==> config.mk <==
export PLATFORM = sky130hd
export DESIGN_NAME = cube_vertex_projection_flat
export DESIGN_NICKNAME = d
export VERILOG_FILES = /design/src/design/cvp_pkg.sv /design/src/design/cvp_stream_if.sv /design/src/design/cvp_div.sv /design/src/design/cube_vertex_projection.sv /design/src/flat_wrapper.sv
export VERILOG_INCLUDE_DIRS = /design/src /design/src/design
export SDC_FILE = /design/constraint.sdc
export NUM_CORES = 2
export LEC_CHECK = 0
export BUFFER_PORTS_ARGS = -buffer_cell sky130_fd_sc_hd__buf_2
export CORE_MARGIN = 5
export CORE_UTILIZATION = 45
export DETAILED_ROUTE_END_ITERATION = 8
export PLACE_DENSITY = 0.67
export SYNTH_ARGS = -nofsm -noshare
export SYNTH_HDL_FRONTEND = slang
export SYNTH_SLANG_ARGS = --single-unit
==> constraint.sdc <==
create_clock -name i_clk -period 18.8 [get_ports i_clk]
set_input_delay 0 -clock i_clk [delete_from_list [all_inputs] [get_ports i_clk]]
set_output_delay 0 -clock i_clk [all_outputs]
set_load 0.02 [all_outputs]
==> src/design/assert_macros.svh <==
// ----------------------------------------------------------------------------
// Assertion macros
// Shared concurrent assertion forms for the cube vertex projection design.
// ----------------------------------------------------------------------------
`ifndef ASSERT_MACROS_SVH
`define ASSERT_MACROS_SVH

// Antecedent implies consequent in the same cycle.
`define ASSERT_IMP(lbl, clk, rst_n, ante, cons) \
    lbl: assert property (@(posedge clk) disable iff (!(rst_n)) (ante) |-> (cons)) \
        else $error("assertion failed");

// Antecedent implies consequent in the next cycle.
`define ASSERT_NXT(lbl, clk, rst_n, ante, cons) \
    lbl: assert property (@(posedge clk) disable iff (!(rst_n)) (ante) |=> (cons)) \
        else $error("assertion failed");

`endif

==> src/design/cvp_pkg.sv <==
// ----------------------------------------------------------------------------
// cvp_pkg
// Types, widths and constants of the cube vertex projection block.
// ----------------------------------------------------------------------------
`default_nettype none

package cvp_pkg;

    localparam int W_W      = 25;  // world value, 8 fraction bits
    localparam int OFF_W    = 22;  // edge offset per component
    localparam int R_W      = 37;  // reciprocal, 16 fraction bits
    localparam int R_LO_W   = 18;  // low slice of the reciprocal
    localparam int MA_W     = 26;  // shared multiplier operand a
    localparam int MB_W     = 20;  // shared multiplier operand b
    localparam int P_W      = MA_W + MB_W;
    localparam int ACC_W    = 64;
    localparam int SCALE_SH = 24;
    localparam int ROT_SH   = 14;
    localparam int OFF_SH   = 5;
    localparam int WORLD_SH = 8;

    localparam logic [2:0] REG_EDGE  = 3'd0;
    localparam logic [2:0] REG_ORG_X = 3'd1;
    localparam logic [2:0] REG_ORG_Y = 3'd2;
    localparam logic [2:0] REG_ORG_Z = 3'd3;
    localparam logic [2:0] REG_CEN_X = 3'd4;
    localparam logic [2:0] REG_CEN_Y = 3'd5;
    localparam logic [2:0] REG_COS   = 3'd6;
    localparam logic [2:0] REG_SIN   = 3'd7;

    localparam logic REQ_DRAW = 1'b0;
    localparam logic REQ_LOAD = 1'b1;

    localparam logic [10:0] EDGE_RST  = 11'd100;
    localparam logic [11:0] CEN_X_RST = 12'd400;
    localparam logic [11:0] CEN_Y_RST = 12'd300;
    localparam logic signed [15:0] COS_RST = 16'sd16384;
    localparam logic signed [15:0] DIR_RST = -16'sd8192;
    localparam logic [R_W-1:0] RECIP_ONE = R_W'(65536);
    localparam logic signed [ACC_W-1:0] ROT_HALF  = ACC_W'(8192);
    localparam logic signed [ACC_W-1:0] TRUNC_ADJ = ACC_W'(16777215);
    localparam logic [2:0] LAST_VTX = 3'd7;

    typedef enum logic [3:0] {
        S_IDLE, S_OFF, S_W, S_DIV, S_DIVW, S_MUL, S_SCR, S_OUT, S_WAIT, S_ROT
    } t_state;

    typedef struct packed {
        logic               req_type;
        logic signed [15:0] load_dx;
        logic signed [15:0] load_dy;
        logic signed [15:0] load_dz;
    } t_req;

    typedef struct packed {
        logic [2:0]         vertex_index;
        logic signed [15:0] screen_x;
        logic signed [15:0] screen_y;
        logic               last_vertex;
    } t_vtx;

    function automatic logic signed [15:0] sat16(input logic signed [ACC_W-1:0] v);
        logic signed [15:0] res;
        if (v > ACC_W'(32767)) begin
            res = 16'sh7fff;
        end else if (v < -ACC_W'(32768)) begin
            res = 16'sh8000;
        end else begin
            res = v[15:0];
        end
        return res;
    endfunction

    // Divide by 2^24 toward zero, then saturate.
    function automatic logic signed [15:0] screen_val(input logic signed [ACC_W-1:0] d);
        logic signed [ACC_W-1:0] adj;
        adj = d[ACC_W-1] ? (d + TRUNC_ADJ) : d;
        return sat16(adj >>> SCALE_SH);
    endfunction

    // Round to nearest with ties up, then saturate.
    function automatic logic signed [15:0] rot_round(input logic signed [ACC_W-1:0] a);
        logic signed [ACC_W-1:0] t;
        t = a + ROT_HALF;
        return sat16(t >>> ROT_SH);
    endfunction

endpackage

`default_nettype wire

==> src/design/cvp_stream_if.sv <==
// ----------------------------------------------------------------------------
// cvp_stream_if
// Valid/ready channel carrying one packed payload per beat.
// ----------------------------------------------------------------------------
`default_nettype none

interface cvp_stream_if #(
    parameter type T = logic
);
    logic valid;
    logic ready;
    T     data;

    modport source (output valid, output data, input ready);
    modport sink   (input valid, input data, output ready);
endinterface

`default_nettype wire

==> src/design/cvp_div.sv <==
// ----------------------------------------------------------------------------
// cvp_div
// Restoring divider producing one quotient bit per cycle.
// ----------------------------------------------------------------------------
`default_nettype none
`include "assert_macros.svh"

module cvp_div
    import cvp_pkg::*;
(
    input  wire logic             i_clk,
    input  wire logic             i_rst_n,
    input  wire logic             i_start,
    input  wire logic [R_W-1:0]   i_num,
    input  wire logic [W_W-1:0]   i_den,
    output logic                  o_busy,
    output logic                  o_done,
    output logic [R_W-1:0]        o_quot
);

    localparam int CNT_W = $clog2(R_W + 1);

    logic [CNT_W-1:0] r_cnt;
    logic             r_busy;
    logic             r_done;
    logic [R_W-1:0]   r_q;
    logic [W_W:0]     r_rem;
    logic [W_W-1:0]   r_den;
    logic [W_W:0]     n_sh;
    logic             n_ge;

    always_comb begin
        n_sh = {r_rem[W_W-1:0], r_q[R_W-1]};
        n_ge = (n_sh >= {1'b0, r_den});
    end

    always_ff @(posedge i_clk) begin
        if (!i_rst_n) begin
            r_busy <= 1'b0;
            r_done <= 1'b0;
            r_cnt  <= '0;
        end else begin
            r_done <= 1'b0;
            if (i_start) begin
                r_busy <= 1'b1;
                r_cnt  <= CNT_W'(R_W);
            end else if (r_busy) begin
                r_cnt <= r_cnt - 1'b1;
                if (r_cnt == CNT_W'(1)) begin
                    r_busy <= 1'b0;
                    r_done <= 1'b1;
                end
            end
        end
    end

    always_ff @(posedge i_clk) begin
        if (i_start) begin
            r_q   <= i_num;
            r_rem <= '0;
            r_den <= i_den;
        end else if (r_busy) begin
            r_rem <= n_ge ? (n_sh - {1'b0, r_den}) : n_sh;
            r_q   <= {r_q[R_W-2:0], n_ge};
        end
    end

    assign o_busy = r_busy;
    assign o_done = r_done;
    assign o_quot = r_q;

    `ASSERT_IMP(a_start_idle, i_clk, i_rst_n, i_start, !r_busy)

endmodule

`default_nettype wire

==> src/design/cube_vertex_projection.sv <==
// Draw request: after the accepting beat come the offset phase, the eight vertices and the
// rotation; each vertex passes through the bit-serial divider, and skips it when its depth
// is zero. No new request is taken until the draw, output stalls included, is done.
// Load request: the block stays idle, so the next request can be taken the cycle after.
// Synchronous active-low reset: configuration registers to reset values, vector to -1.0 each.
// ----------------------------------------------------------------------------
// cube_vertex_projection
// Projects the eight cube vertices through one shared multiplier and divider,
// then rotates the direction vector about Y and X.
// ----------------------------------------------------------------------------
`default_nettype none
`include "assert_macros.svh"

module cube_vertex_projection
    import cvp_pkg::*;
#(
    parameter int FIELD_OF_VIEW = 256
) (
    input  wire logic        i_clk,
    input  wire logic        i_rst_n,
    cvp_stream_if.sink       i_req,
    cvp_stream_if.source     o_vtx,
    input  wire logic        psel,
    input  wire logic        penable,
    input  wire logic        pwrite,
    input  wire logic [4:0]  paddr,
    input  wire logic [31:0] pwdata,
    output logic [31:0]      prdata,
    output logic             pready
);

    t_state r_state, n_state;
    logic [3:0] r_cnt;
    logic [2:0] r_k;

    logic [10:0]        r_edge;
    logic signed [15:0] r_org_x, r_org_y, r_org_z;
    logic [11:0]        r_cen_x, r_cen_y;
    logic signed [15:0] r_cos, r_sin;
    logic signed [15:0] r_dx, r_dy, r_dz;
    logic signed [15:0] r_tx, r_ty, r_tz;

    logic signed [OFF_W-1:0] r_off_x, r_off_y, r_off_z;
    logic signed [W_W-1:0]   r_wx, r_wy, r_wz;
    logic [R_W-1:0]          r_recip;
    logic signed [P_W-1:0]   r_prod;
    logic signed [ACC_W-1:0] r_acc, r_px, r_py, r_px0, r_py0, r_dfx, r_dfy;
    t_vtx                    r_out;
    logic                    r_ovalid;

    logic signed [MA_W-1:0]  mul_a;
    logic signed [MB_W-1:0]  mul_b;
    logic signed [ACC_W-1:0] prod_ext, cen_x_s, cen_y_s;
    logic signed [15:0]      rot_res;
    logic                    wr_en, req_acc, div_start, div_busy, div_done;
    logic                    is_draw, is_load, vtx_last_ok;
    logic [R_W-1:0]          div_quot;
    logic [W_W-1:0]          wz_mag;

    assign pready  = 1'b1;
    assign wr_en   = psel && penable && pwrite;
    assign req_acc = i_req.valid && i_req.ready;
    assign is_draw = (i_req.data.req_type == REQ_DRAW);
    assign is_load = (i_req.data.req_type == REQ_LOAD);
    assign i_req.ready = (r_state == S_IDLE);
    assign o_vtx.valid = r_ovalid;
    assign o_vtx.data  = r_out;
    assign vtx_last_ok = o_vtx.data.last_vertex == (o_vtx.data.vertex_index == LAST_VTX);

    assign prod_ext = ACC_W'(r_prod);
    assign cen_x_s  = ACC_W'($signed({1'b0, r_cen_x})) <<< SCALE_SH;
    assign cen_y_s  = ACC_W'($signed({1'b0, r_cen_y})) <<< SCALE_SH;
    assign rot_res  = rot_round(r_acc);
    assign wz_mag   = r_wz[W_W-1] ? W_W'(-r_wz) : W_W'(r_wz);
    assign div_start = (r_state == S_DIV) && (r_wz != '0);

    always_comb begin
        case (paddr[4:2])
            REG_EDGE:  prdata = {21'b0, r_edge};
            REG_ORG_X: prdata = {16'b0, r_org_x};
            REG_ORG_Y: prdata = {16'b0, r_org_y};
            REG_ORG_Z: prdata = {16'b0, r_org_z};
            REG_CEN_X: prdata = {20'b0, r_cen_x};
            REG_CEN_Y: prdata = {20'b0, r_cen_y};
            REG_COS:   prdata = {16'b0, r_cos};
            REG_SIN:   prdata = {16'b0, r_sin};
            default:   prdata = '0;
        endcase
    end

    // Operand selection for the shared multiplier.
    always_comb begin
        mul_a = '0;
        mul_b = '0;
        case (r_state)
            S_OFF: begin
                mul_b = MB_W'($signed({1'b0, r_edge}));
                case (r_cnt[1:0])
                    2'd0:    mul_a = MA_W'(r_dx);
                    2'd1:    mul_a = MA_W'(r_dy);
                    default: mul_a = MA_W'(r_dz);
                endcase
            end
            S_MUL: begin
                mul_a = r_cnt[1] ? MA_W'(r_wy) : MA_W'(r_wx);
                mul_b = r_cnt[0] ? MB_W'($signed({1'b0, r_recip[R_W-1:R_LO_W]}))
                                 : MB_W'($signed({2'b0, r_recip[R_LO_W-1:0]}));
            end
            S_ROT: begin
                // First product of each pair uses cosine, the second sine.
                mul_b = r_cnt[0] ? MB_W'(r_sin) : MB_W'(r_cos);
                case (r_cnt[3:0])
                    4'd0:    mul_a = MA_W'(r_dx);
                    4'd1:    mul_a = MA_W'(r_dz);
                    4'd4:    mul_a = MA_W'(r_dz);
                    4'd5:    mul_a = MA_W'(r_dx);
                    4'd8:    mul_a = MA_W'(r_dy);
                    4'd9:    mul_a = MA_W'(r_tz);
                    4'd12:   mul_a = MA_W'(r_tz);
                    4'd13:   mul_a = MA_W'(r_dy);
                    default: mul_a = '0;
                endcase
            end
            default: begin
                mul_a = '0;
                mul_b = '0;
            end
        endcase
    end

    always_comb begin
        n_state = r_state;
        case (r_state)
            S_IDLE: if (req_acc && is_draw) n_state = S_OFF;
            S_OFF:  if (r_cnt == 4'd3) n_state = S_W;
            S_W:    n_state = S_DIV;
            S_DIV:  n_state = (r_wz == '0) ? S_MUL : S_DIVW;
            S_DIVW: if (div_done) n_state = S_MUL;
            S_MUL:  if (r_cnt == 4'd4) n_state = S_SCR;
            S_SCR:  n_state = S_OUT;
            S_OUT:  n_state = S_WAIT;
            S_WAIT: begin
                if (o_vtx.ready) begin
                    n_state = (r_k == LAST_VTX) ? S_ROT : S_W;
                end
            end
            S_ROT:  if (r_cnt == 4'd15) n_state = S_IDLE;
            default: n_state = S_IDLE;
        endcase
    end

    always_ff @(posedge i_clk) begin
        if (!i_rst_n) begin
            r_state <= S_IDLE;
        end else begin
            r_state <= n_state;
        end
    end

    // Control state, configuration and the direction vector.
    always_ff @(posedge i_clk) begin
        if (!i_rst_n) begin
            r_cnt    <= '0;
            r_k      <= '0;
            r_ovalid <= 1'b0;
            r_edge   <= EDGE_RST;
            r_org_x  <= '0;
            r_org_y  <= '0;
            r_org_z  <= '0;
            r_cen_x  <= CEN_X_RST;
            r_cen_y  <= CEN_Y_RST;
            r_cos    <= COS_RST;
            r_sin    <= '0;
            r_dx     <= DIR_RST;
            r_dy     <= DIR_RST;
            r_dz     <= DIR_RST;
        end else begin
            if (wr_en) begin
                case (paddr[4:2])
                    REG_EDGE:  r_edge  <= pwdata[10:0];
                    REG_ORG_X: r_org_x <= pwdata[15:0];
                    REG_ORG_Y: r_org_y <= pwdata[15:0];
                    REG_ORG_Z: r_org_z <= pwdata[15:0];
                    REG_CEN_X: r_cen_x <= pwdata[11:0];
                    REG_CEN_Y: r_cen_y <= pwdata[11:0];
                    REG_COS:   r_cos   <= pwdata[15:0];
                    REG_SIN:   r_sin   <= pwdata[15:0];
                    default:   r_sin   <= r_sin;
                endcase
            end
            case (r_state)
                S_IDLE: begin
                    r_cnt <= '0;
                    r_k   <= '0;
                    if (req_acc && is_load) begin
                        r_dx <= i_req.data.load_dx;
                        r_dy <= i_req.data.load_dy;
                        r_dz <= i_req.data.load_dz;
                    end
                end
                S_OFF:  r_cnt <= (r_cnt == 4'd3) ? 4'd0 : r_cnt + 1'b1;
                S_MUL:  r_cnt <= (r_cnt == 4'd4) ? 4'd0 : r_cnt + 1'b1;
                S_OUT:  r_ovalid <= 1'b1;
                S_WAIT: begin
                    if (o_vtx.ready) begin
                        r_ovalid <= 1'b0;
                        r_k      <= r_k + 1'b1;
                    end
                end
                S_ROT: begin
                    r_cnt <= r_cnt + 1'b1;
                    if (r_cnt == 4'd15) begin
                        r_dx <= r_tx;
                        r_dy <= r_ty;
                        r_dz <= rot_res;
                    end
                end
                default: r_cnt <= r_cnt;
            endcase
        end
    end

    // Datapath payload.
    always_ff @(posedge i_clk) begin
        r_prod <= mul_a * mul_b;
        case (r_state)
            S_OFF: begin
                case (r_cnt)
                    4'd1:    r_off_x <= OFF_W'(r_prod >>> OFF_SH);
                    4'd2:    r_off_y <= OFF_W'(r_prod >>> OFF_SH);
                    4'd3:    r_off_z <= OFF_W'(r_prod >>> OFF_SH);
                    default: r_off_x <= r_off_x;
                endcase
            end
            S_W: begin
                r_wx <= (W_W'(r_org_x) <<< WORLD_SH) + (r_k[0] ? W_W'(r_off_x) : '0);
                r_wy <= (W_W'(r_org_y) <<< WORLD_SH) + (r_k[1] ? W_W'(r_off_y) : '0);
                r_wz <= (W_W'(r_org_z) <<< WORLD_SH) + (r_k[2] ? W_W'(r_off_z) : '0);
            end
            S_DIV:  if (r_wz == '0) r_recip <= RECIP_ONE;
            S_DIVW: if (div_done) r_recip <= div_quot;
            S_MUL: begin
                case (r_cnt)
                    4'd1:    r_acc <= prod_ext;
                    4'd2:    r_px  <= r_acc + (prod_ext <<< R_LO_W);
                    4'd3:    r_acc <= prod_ext;
                    4'd4:    r_py  <= r_acc + (prod_ext <<< R_LO_W);
                    default: r_acc <= r_acc;
                endcase
            end
            S_SCR: begin
                if (r_k == '0) begin
                    r_px0 <= r_px;
                    r_py0 <= r_py;
                    r_dfx <= cen_x_s;
                    r_dfy <= cen_y_s;
                end else begin
                    r_dfx <= r_px - r_px0 + cen_x_s;
                    r_dfy <= r_py - r_py0 + cen_y_s;
                end
            end
            S_OUT: begin
                r_out.vertex_index <= r_k;
                r_out.screen_x     <= screen_val(r_dfx);
                r_out.screen_y     <= screen_val(r_dfy);
                r_out.last_vertex  <= (r_k == LAST_VTX);
            end
            S_ROT: begin
                case (r_cnt[1:0])
                    2'd1: r_acc <= prod_ext;
                    2'd2: r_acc <= r_cnt[2] ? (r_acc - prod_ext) : (r_acc + prod_ext);
                    2'd3: begin
                        case (r_cnt[3:2])
                            2'd0:    r_tx <= rot_res;
                            2'd1:    r_tz <= rot_res;
                            2'd2:    r_ty <= rot_res;
                            default: r_tx <= r_tx;
                        endcase
                    end
                    default: r_acc <= r_acc;
                endcase
            end
            default: r_acc <= r_acc;
        endcase
    end

    cvp_div u_div (
        .i_clk   (i_clk),
        .i_rst_n (i_rst_n),
        .i_start (div_start),
        .i_num   (R_W'(FIELD_OF_VIEW) << SCALE_SH),
        .i_den   (wz_mag),
        .o_busy  (div_busy),
        .o_done  (div_done),
        .o_quot  (div_quot)
    );

    `ASSERT_IMP(a_last_is_seven, i_clk, i_rst_n, o_vtx.valid, vtx_last_ok)
    `ASSERT_IMP(a_no_overlap, i_clk, i_rst_n, o_vtx.valid, !i_req.ready)
    `ASSERT_NXT(a_draw_busy, i_clk, i_rst_n, req_acc && is_draw, !i_req.ready)
    `ASSERT_IMP(a_div_state, i_clk, i_rst_n, div_busy, r_state == S_DIVW)

endmodule

`default_nettype wire

==> src/flat_wrapper.sv <==
// flat-port wrapper written by rule: the top's interface ports become plain ports
module cube_vertex_projection_flat import cvp_pkg::*;
#(
    parameter int FIELD_OF_VIEW = 256
)
  (i_clk, i_rst_n, psel, penable, pwrite, paddr, pwdata, prdata, pready, i_req_valid, i_req_data, i_req_ready, o_vtx_valid, o_vtx_data, o_vtx_ready);
  cvp_stream_if #(.T(t_req)) i_req_i ();
  cvp_stream_if #(.T(t_vtx)) o_vtx_i ();
  input  wire logic i_clk;
  input  wire logic i_rst_n;
  input  wire logic psel;
  input  wire logic penable;
  input  wire logic pwrite;
  input  wire logic [4:0] paddr;
  input  wire logic [31:0] pwdata;
  output logic [31:0] prdata;
  output logic pready;
  input wire logic [$bits(i_req_i.valid)-1:0] i_req_valid;
  input wire logic [$bits(i_req_i.data)-1:0] i_req_data;
  output wire logic [$bits(i_req_i.ready)-1:0] i_req_ready;
  output wire logic [$bits(o_vtx_i.valid)-1:0] o_vtx_valid;
  output wire logic [$bits(o_vtx_i.data)-1:0] o_vtx_data;
  input wire logic [$bits(o_vtx_i.ready)-1:0] o_vtx_ready;
  assign i_req_i.valid = i_req_valid;
  assign i_req_i.data = i_req_data;
  assign i_req_ready = i_req_i.ready;
  assign o_vtx_valid = o_vtx_i.valid;
  assign o_vtx_data = o_vtx_i.data;
  assign o_vtx_i.ready = o_vtx_ready;
  cube_vertex_projection #(.FIELD_OF_VIEW(FIELD_OF_VIEW)) u_core (.i_clk(i_clk), .i_rst_n(i_rst_n), .i_req(i_req_i), .o_vtx(o_vtx_i), .psel(psel), .penable(penable), .pwrite(pwrite), .paddr(paddr), .pwdata(pwdata), .prdata(prdata), .pready(pready));
endmodule
; ---- Word-level counts from Yosys, hierarchy flattened
; Cells that the tools add are included.
[word_totals]
n_memories = 0
latch_bits = 0
ramBits = 0
in_bits = 93
regBits = 1026
wordCells = 229
romBits = 0
[op_classes]
mux = 59
mul = 1
magnitude_cmp = 7
n_addsub = 18
reduce_logical = 51
n_bitwise = 3
n_div = 0
shift = 0
eq_ne = 43
[op_table]
columns = op, count
row1 = $mux W64, 4
row2 = $pmux W32 S8, 1
row3 = $pmux W64 S2, 2
row4 = $mux W16, 10
row5 = $add A64 B25 Y64 const B, 2
row6 = $add A64 B37 Y64, 2
row7 = $sub A64 B64 Y64, 2
row8 = $pmux W26 S4, 1
row9 = $mux W25, 4
row10 = $pmux W16 S2, 3
row11 = $gt A40 B16 Y1 const B, 2
row12 = $lt A40 B16 Y1 const B, 2
row13 = $pmux W26 S3, 1
row14 = $add A25 B25 Y25, 3
row15 = $mux W37, 2
row16 = $pmux W37 S2, 1
row17 = $mux W36, 2
row18 = $add A64 B15 Y64 const B, 1
row19 = $add A64 B46 Y64, 1
row20 = $add A64 B64 Y64, 1
row21 = $sub A64 B46 Y64, 1
row22 = $pmux W20 S3, 1
row23 = $pmux W26 S2, 1
row24 = $gt A50 B16 Y1 const B, 1
row25 = other kinds (47), 131

; ---- Depth between registers and ports, before layout
[depth]
word_depth = 6
depth_mapped = 40
depth_no_buf = 33

; ---- By module
; Synthesis repeated with hierarchy kept, for this count alone.
[hier_totals]
cells_unflattened = 8269
hier_area_um2 = 79378.6
[by_module_without_submodules]
columns = module, area_per_inst_um2, instances, cells_each
row1 = cube_vertex_projection, 74166.1, 1, 7785
row2 = cvp_div, 5212.5, 1, 484

; ---- Least setup slack after synthesis
; Ideal clock, no wire load.
[synth_path]
path_type = register to register
startpoint = register u_core.r_k[0]
endpoint = register u_core.r_px0[0], enable pin
setup_slack_ns = 4.623
stages_incl_launch_ff = 8
required_time_ns = 17.871
synth_period_minus_slack_ns = 14.177
arrival_time_ns = 13.248
setup_ns = 0.929
cell_sequence = dfxtp_1 clkbuf_1 inv_1 ha_1 nand2b_1 clkbuf_1 clkbuf_1 nor4_1
[synth_via]
elab_chain_len = 2
[synth_lines]
columns = item, line_no
row1 = from (decl), cube_vertex_projection.sv:34  ; logic [2:0] r_k;
row2 = from (signal assigned), cube_vertex_projection.sv:207  ; r_k <= r_k + 1'b1;
row3 = $logic_not A3 Y1, cube_vertex_projection.sv:252  ; if (r_k == '0) begin
row4 = $reduce_and A2 Y1 (no source line), n/a
row5 = to (signal assigned), cube_vertex_projection.sv:253  ; r_px0 <= r_px;
row6 = to (decl), cube_vertex_projection.sv:47  ; logic signed [ACC_W-1:0] r_acc, r_px, r_py, r_px0, r_py0, r_dfx, r_dfy;
; Every way passes these cells.
; A chain may end at the register's enable or synchronous reset.

; ---- Worst setup path in the final report
[layout_path]
startpoint = register u_core.r_state[3]
endpoint = register u_core.r_prod[43]
[layout_via]
elab_chain_len = 3
[layout_lines]
columns = item, line_no
row1 = from (decl), cube_vertex_projection.sv:32  ; t_state r_state, n_state;
row2 = from (signal assigned), cube_vertex_projection.sv:156  ; r_state <= n_state;
row3 = $eq A4 B4 Y1 (tied with other cells), cube_vertex_projection.sv:95  ; case (r_state)
row4 = $pmux W26 S3 / $pmux W20 S3 (equally long branches), cube_vertex_projection.sv:95
row5 = $mul A26 B20 Y46 (*), cube_vertex_projection.sv:225  ; r_prod <= mul_a * mul_b;
row6 = to (signal assigned), cube_vertex_projection.sv:225
row7 = to (decl), cube_vertex_projection.sv:46  ; logic signed [P_W-1:0] r_prod;
; Every way passes the cells marked *; elsewhere a longest branch is shown, timed or not.

==> summary.md <==
| Metric | Value |
|---|---|
| Status | `finished, final reports clean` |
| Hold Path Class | `in -> reg` |
| Die width | `432.8 µm` |
| TritonCTS buffer count | `114` |
| Final HPWL DP | `187.0 mm` |
| RSZ-0062 raised after global routing | `no` |
| Congestion Overflow GR | `0` |
| I/O pin count | `164` |
| Area Overhead vs Synth | `9.750%` |
| Critical Path RT | `19.42 ns` |
| Pre-antenna DRT Iters | `9` |
| Number of global-route vias before repair | `just over 60000` |
| Synth cell types | `around 110` |
| Crit. End Element | `register` |
| Pwr per Cell Area | `112.1 mW/mm²` |
| Minimum clock period | `10.41 ns` |
| Internal power | `0.005677 W` |
| Worst Max-Slew Pin Slew | `1.295 ns` |
| Cell taking the most area after synthesis | `edfxtp_1` |
| # nets final | `9771` |
| Leakage | `37.82 nW` |
| Total Wirelength | `243.4 mm` |
| Final slew viol count | `0` |
| Most Frequent Cell on Critical Path | `fa_1` |
| Largest net degree at the start of global routing | `90` |
| Die footprint | `0.1873 mm²` |
| Proportion of netlist area held by the largest area contributor | `27.44%` |
| Final setup vio count | `0` |
| Worst slack, placed | `8.636 ns` |
| Antenna Violating Nets Remaining | `0` |
| Layout cells sized above 1 | `approximately 6.5%` |
| Worst Skew | `0.05854 ns` |
| Yosys reg bits | `between 1000 and 1500` |
| Gate power share | `48.3%` |
| Area of the core | `0.1782 mm²` |
| Post-CTS setup buffers | `0` |
| Routed wire length per instance | `22.01 µm` |
| Fraction of registers with async set or reset after synthesis | `0%` |
| CTS tree | `built` |
| Vias/cell | `5.760` |
| # rows | `155` |
| CTS resizes | `0` |
| H-tree depth | `3` |
| Sequential share of power | `28.1%` |
| CP max-delay cell | `a311oi_2` |
| CTS Buffer Depth | `3` |
| Global-route wire length before repair | `369.8 mm` |
| Max Fclk | `0.09610 GHz` |
| Largest stage delay, worst path | `~1.1 ns` |
| Synthesized area | `0.08045 mm²` |
| Mean Syn Cell Area | `roughly 9.4 µm²` |
| Clock Power Share | `23.7%` |
| Fill cells | `~16000` |
| Period Utilization, post-route | `55.35%` |
| DRC | `0` |
| Post-Place Cells | `10760` |
| Final worst slack | `8.394 ns` |
| Sum Neg Setup Slack | `0 ns` |
| GR Util met1 | `33.74%` |
| Sw Ratio | `42.65%` |
| Initial antenna violation count | `12` |
| Sequential standard cell area | `0.02790 mm²` |
| Fin Hold WS | `0.09076 ns` |
| Worst-path clk slew | `0.06 ns` |
| Startpoint Class | `register` |
| Largest cells by area after synthesis | `edfxtp_1, fa_1, ha_1` |
| Primary FF master, synth | `edfxtp_1` |
| Peak VDD IR | `roughly 0.00015 V` |
| Sequential share of the synthesized area | `between 30% and 40%` |
| Clk sinks | `around 1000` |
| CP Data Arrival Time | `11.02 ns` |
| M2 GR Usage | `roughly two fifths` |
| IO buf count | `128` |
| Worst-Skew Late Latency | `roughly 0.79 ns` |
| CTS root buffer | `clkbuf_16` |
| Initial Util | `between 40% and 50%` |
| Initial DRC count | `5813` |
| Total number of yosys warnings | `0` |
| Post-layout util | `just under 50%` |
| Hold Vio Cnt, Final | `0` |
| Grt peak-use layer | `met2` |
| Die height | `432.8 µm` |
| Multi-input gate area | `approximately 0.047 mm²` |
| NetSw | `0.004222 W` |
| Layout Cells excl Fill | `11060` |
| Tot GR Track Use | `between 20% and 30%` |
| Hold-fix buffers, CTS | `74` |
| Max-cap check violation count | `0` |
| Via count | `63690` |
| Critical Setup Path Class | `reg -> reg` |
| EDFF count, synth | `735` |
| GR Layer Usage met3 | `roughly 4.4%` |
| Slew margin rel. | `11.20%` |
| GP Congestion | `0.9561` |
| Max FO, Critical Path | `58` |
| Mapped Cells | `8537` |
per-stage QoR:
stage / power, W / instance area (µm²)
2_1_floorplan: 0.006123 / 80500
3_3_place_gp: 0.007409 / 83560
3_5_place_dp: 0.007483 / 83560
4_1_cts: 0.009863 / 88260
5_1_grt: 0.01050 / 88270
6_report: 0.009899 / 88290
state kept, by name, indices dropped and copies added (netlist names), 37 cells and up:
signal	cells
u_core.r_recip	37
u_core.r_prod	46
u_core.r_acc	64
u_core.r_py0	64
u_core.r_px0	64
u_core.r_dfx	64
u_core.u_div.o_quot	37
u_core.r_dfy	64
u_core.r_px	64
u_core.r_py	64
critical path: cells and delay by family, from the launching register on:
family / cells / cell delay (ns)
and+or+nand+nor: 4 / 0.90
adders and majority gates: 8 / 3.92
xor gates and xnor gates: 1 / 0.17
buffers and inverters: 5 / 0.81
AOI/OAI and AO/OA: 10 / 3.50
DFF: 1 / 0.84
metal layers:
metal,vias to the layer above,share of wire [%]
met1,31320,41
met3,535,7.9
li1,29380,-
met4,0,5.0
met5,-,0
met2,2460,46
cell type report:
cell class              count  share of cell area, %
clock inverters            68                 0.9027
inverters                1043                  4.434
diodes                     13                0.03685
well taps                2355                  3.337
clock buffers             146                  3.577
flip-flops and latches   1026                  31.60
multi-input cells        6097                  53.62
repair buffers            310                  2.486
cell usage after synthesis (all sizes together) (66+ instances only):
library cell	count
inv	1042
nand2	981
edfxtp	735
nor2	660
fa	548
ha	538
a21oi	449
o21ai	377
clkbuf	321
dfxtp	291
xnor2	291
a21o	209
nand3	175
xor2	131
mux2i	130
a21boi	129
and2	121
and3	114
nor3	114
nand4	99
o21bai	72
nor2b	70
nand2b	69
a31oi	66
logic make-up after synthesis:
kind of cell	share of synthesized area, %
AO/OA/AOI/OAI	14.61
XOR/XNOR	4.594
adder cells (fa/ha/maj)	22.02
buffers and inverters	6.853
flip-flops	34.68
multiplexers	1.944
other	0.009335
AND/OR/NAND/NOR	15.30
path summary, 6_finish.rpt:
kind | cells after the start | to | startpoint | slack [ns]
worst max-delay path | 28 | u_core.r_prod[43] | u_core.r_state[3] | 8.39
worst min-delay path | 5 | u_core.r_cen_y[0] | penable | 0.09
worst max register to register | 28 | u_core.r_prod[43] | u_core.r_state[3] | 8.39
worst min register to register | 0 | u_core.r_py0[30] | u_core.r_py[30] | 0.44
power by group through the flow:
stage / registers [W] / logic, W / clock network (W)
6_report: 0.00278 / 0.00478 / 0.00234
3_5_place_dp: 0.00282 / 0.00466 / 0
2_1_floorplan: 0.00273 / 0.00339 / 0
4_1_cts: 0.00277 / 0.00470 / 0.00239
5_1_grt: 0.00279 / 0.00524 / 0.00248
3_3_place_gp: 0.00282 / 0.00459 / 0
layout by cell type (no fill, tap or decap), drive strengths merged, types with 146 or more instances in the layout:
master     n
a21o     209
buf      236
fa       548
o21ai    377
inv     1049
ha       538
dfxtp    291
clkbuf   146
nor2     660
nand3    175
xnor2    291
edfxtp   735
nand2    981
a21oi    449
(Power assumes the default switching activity.)
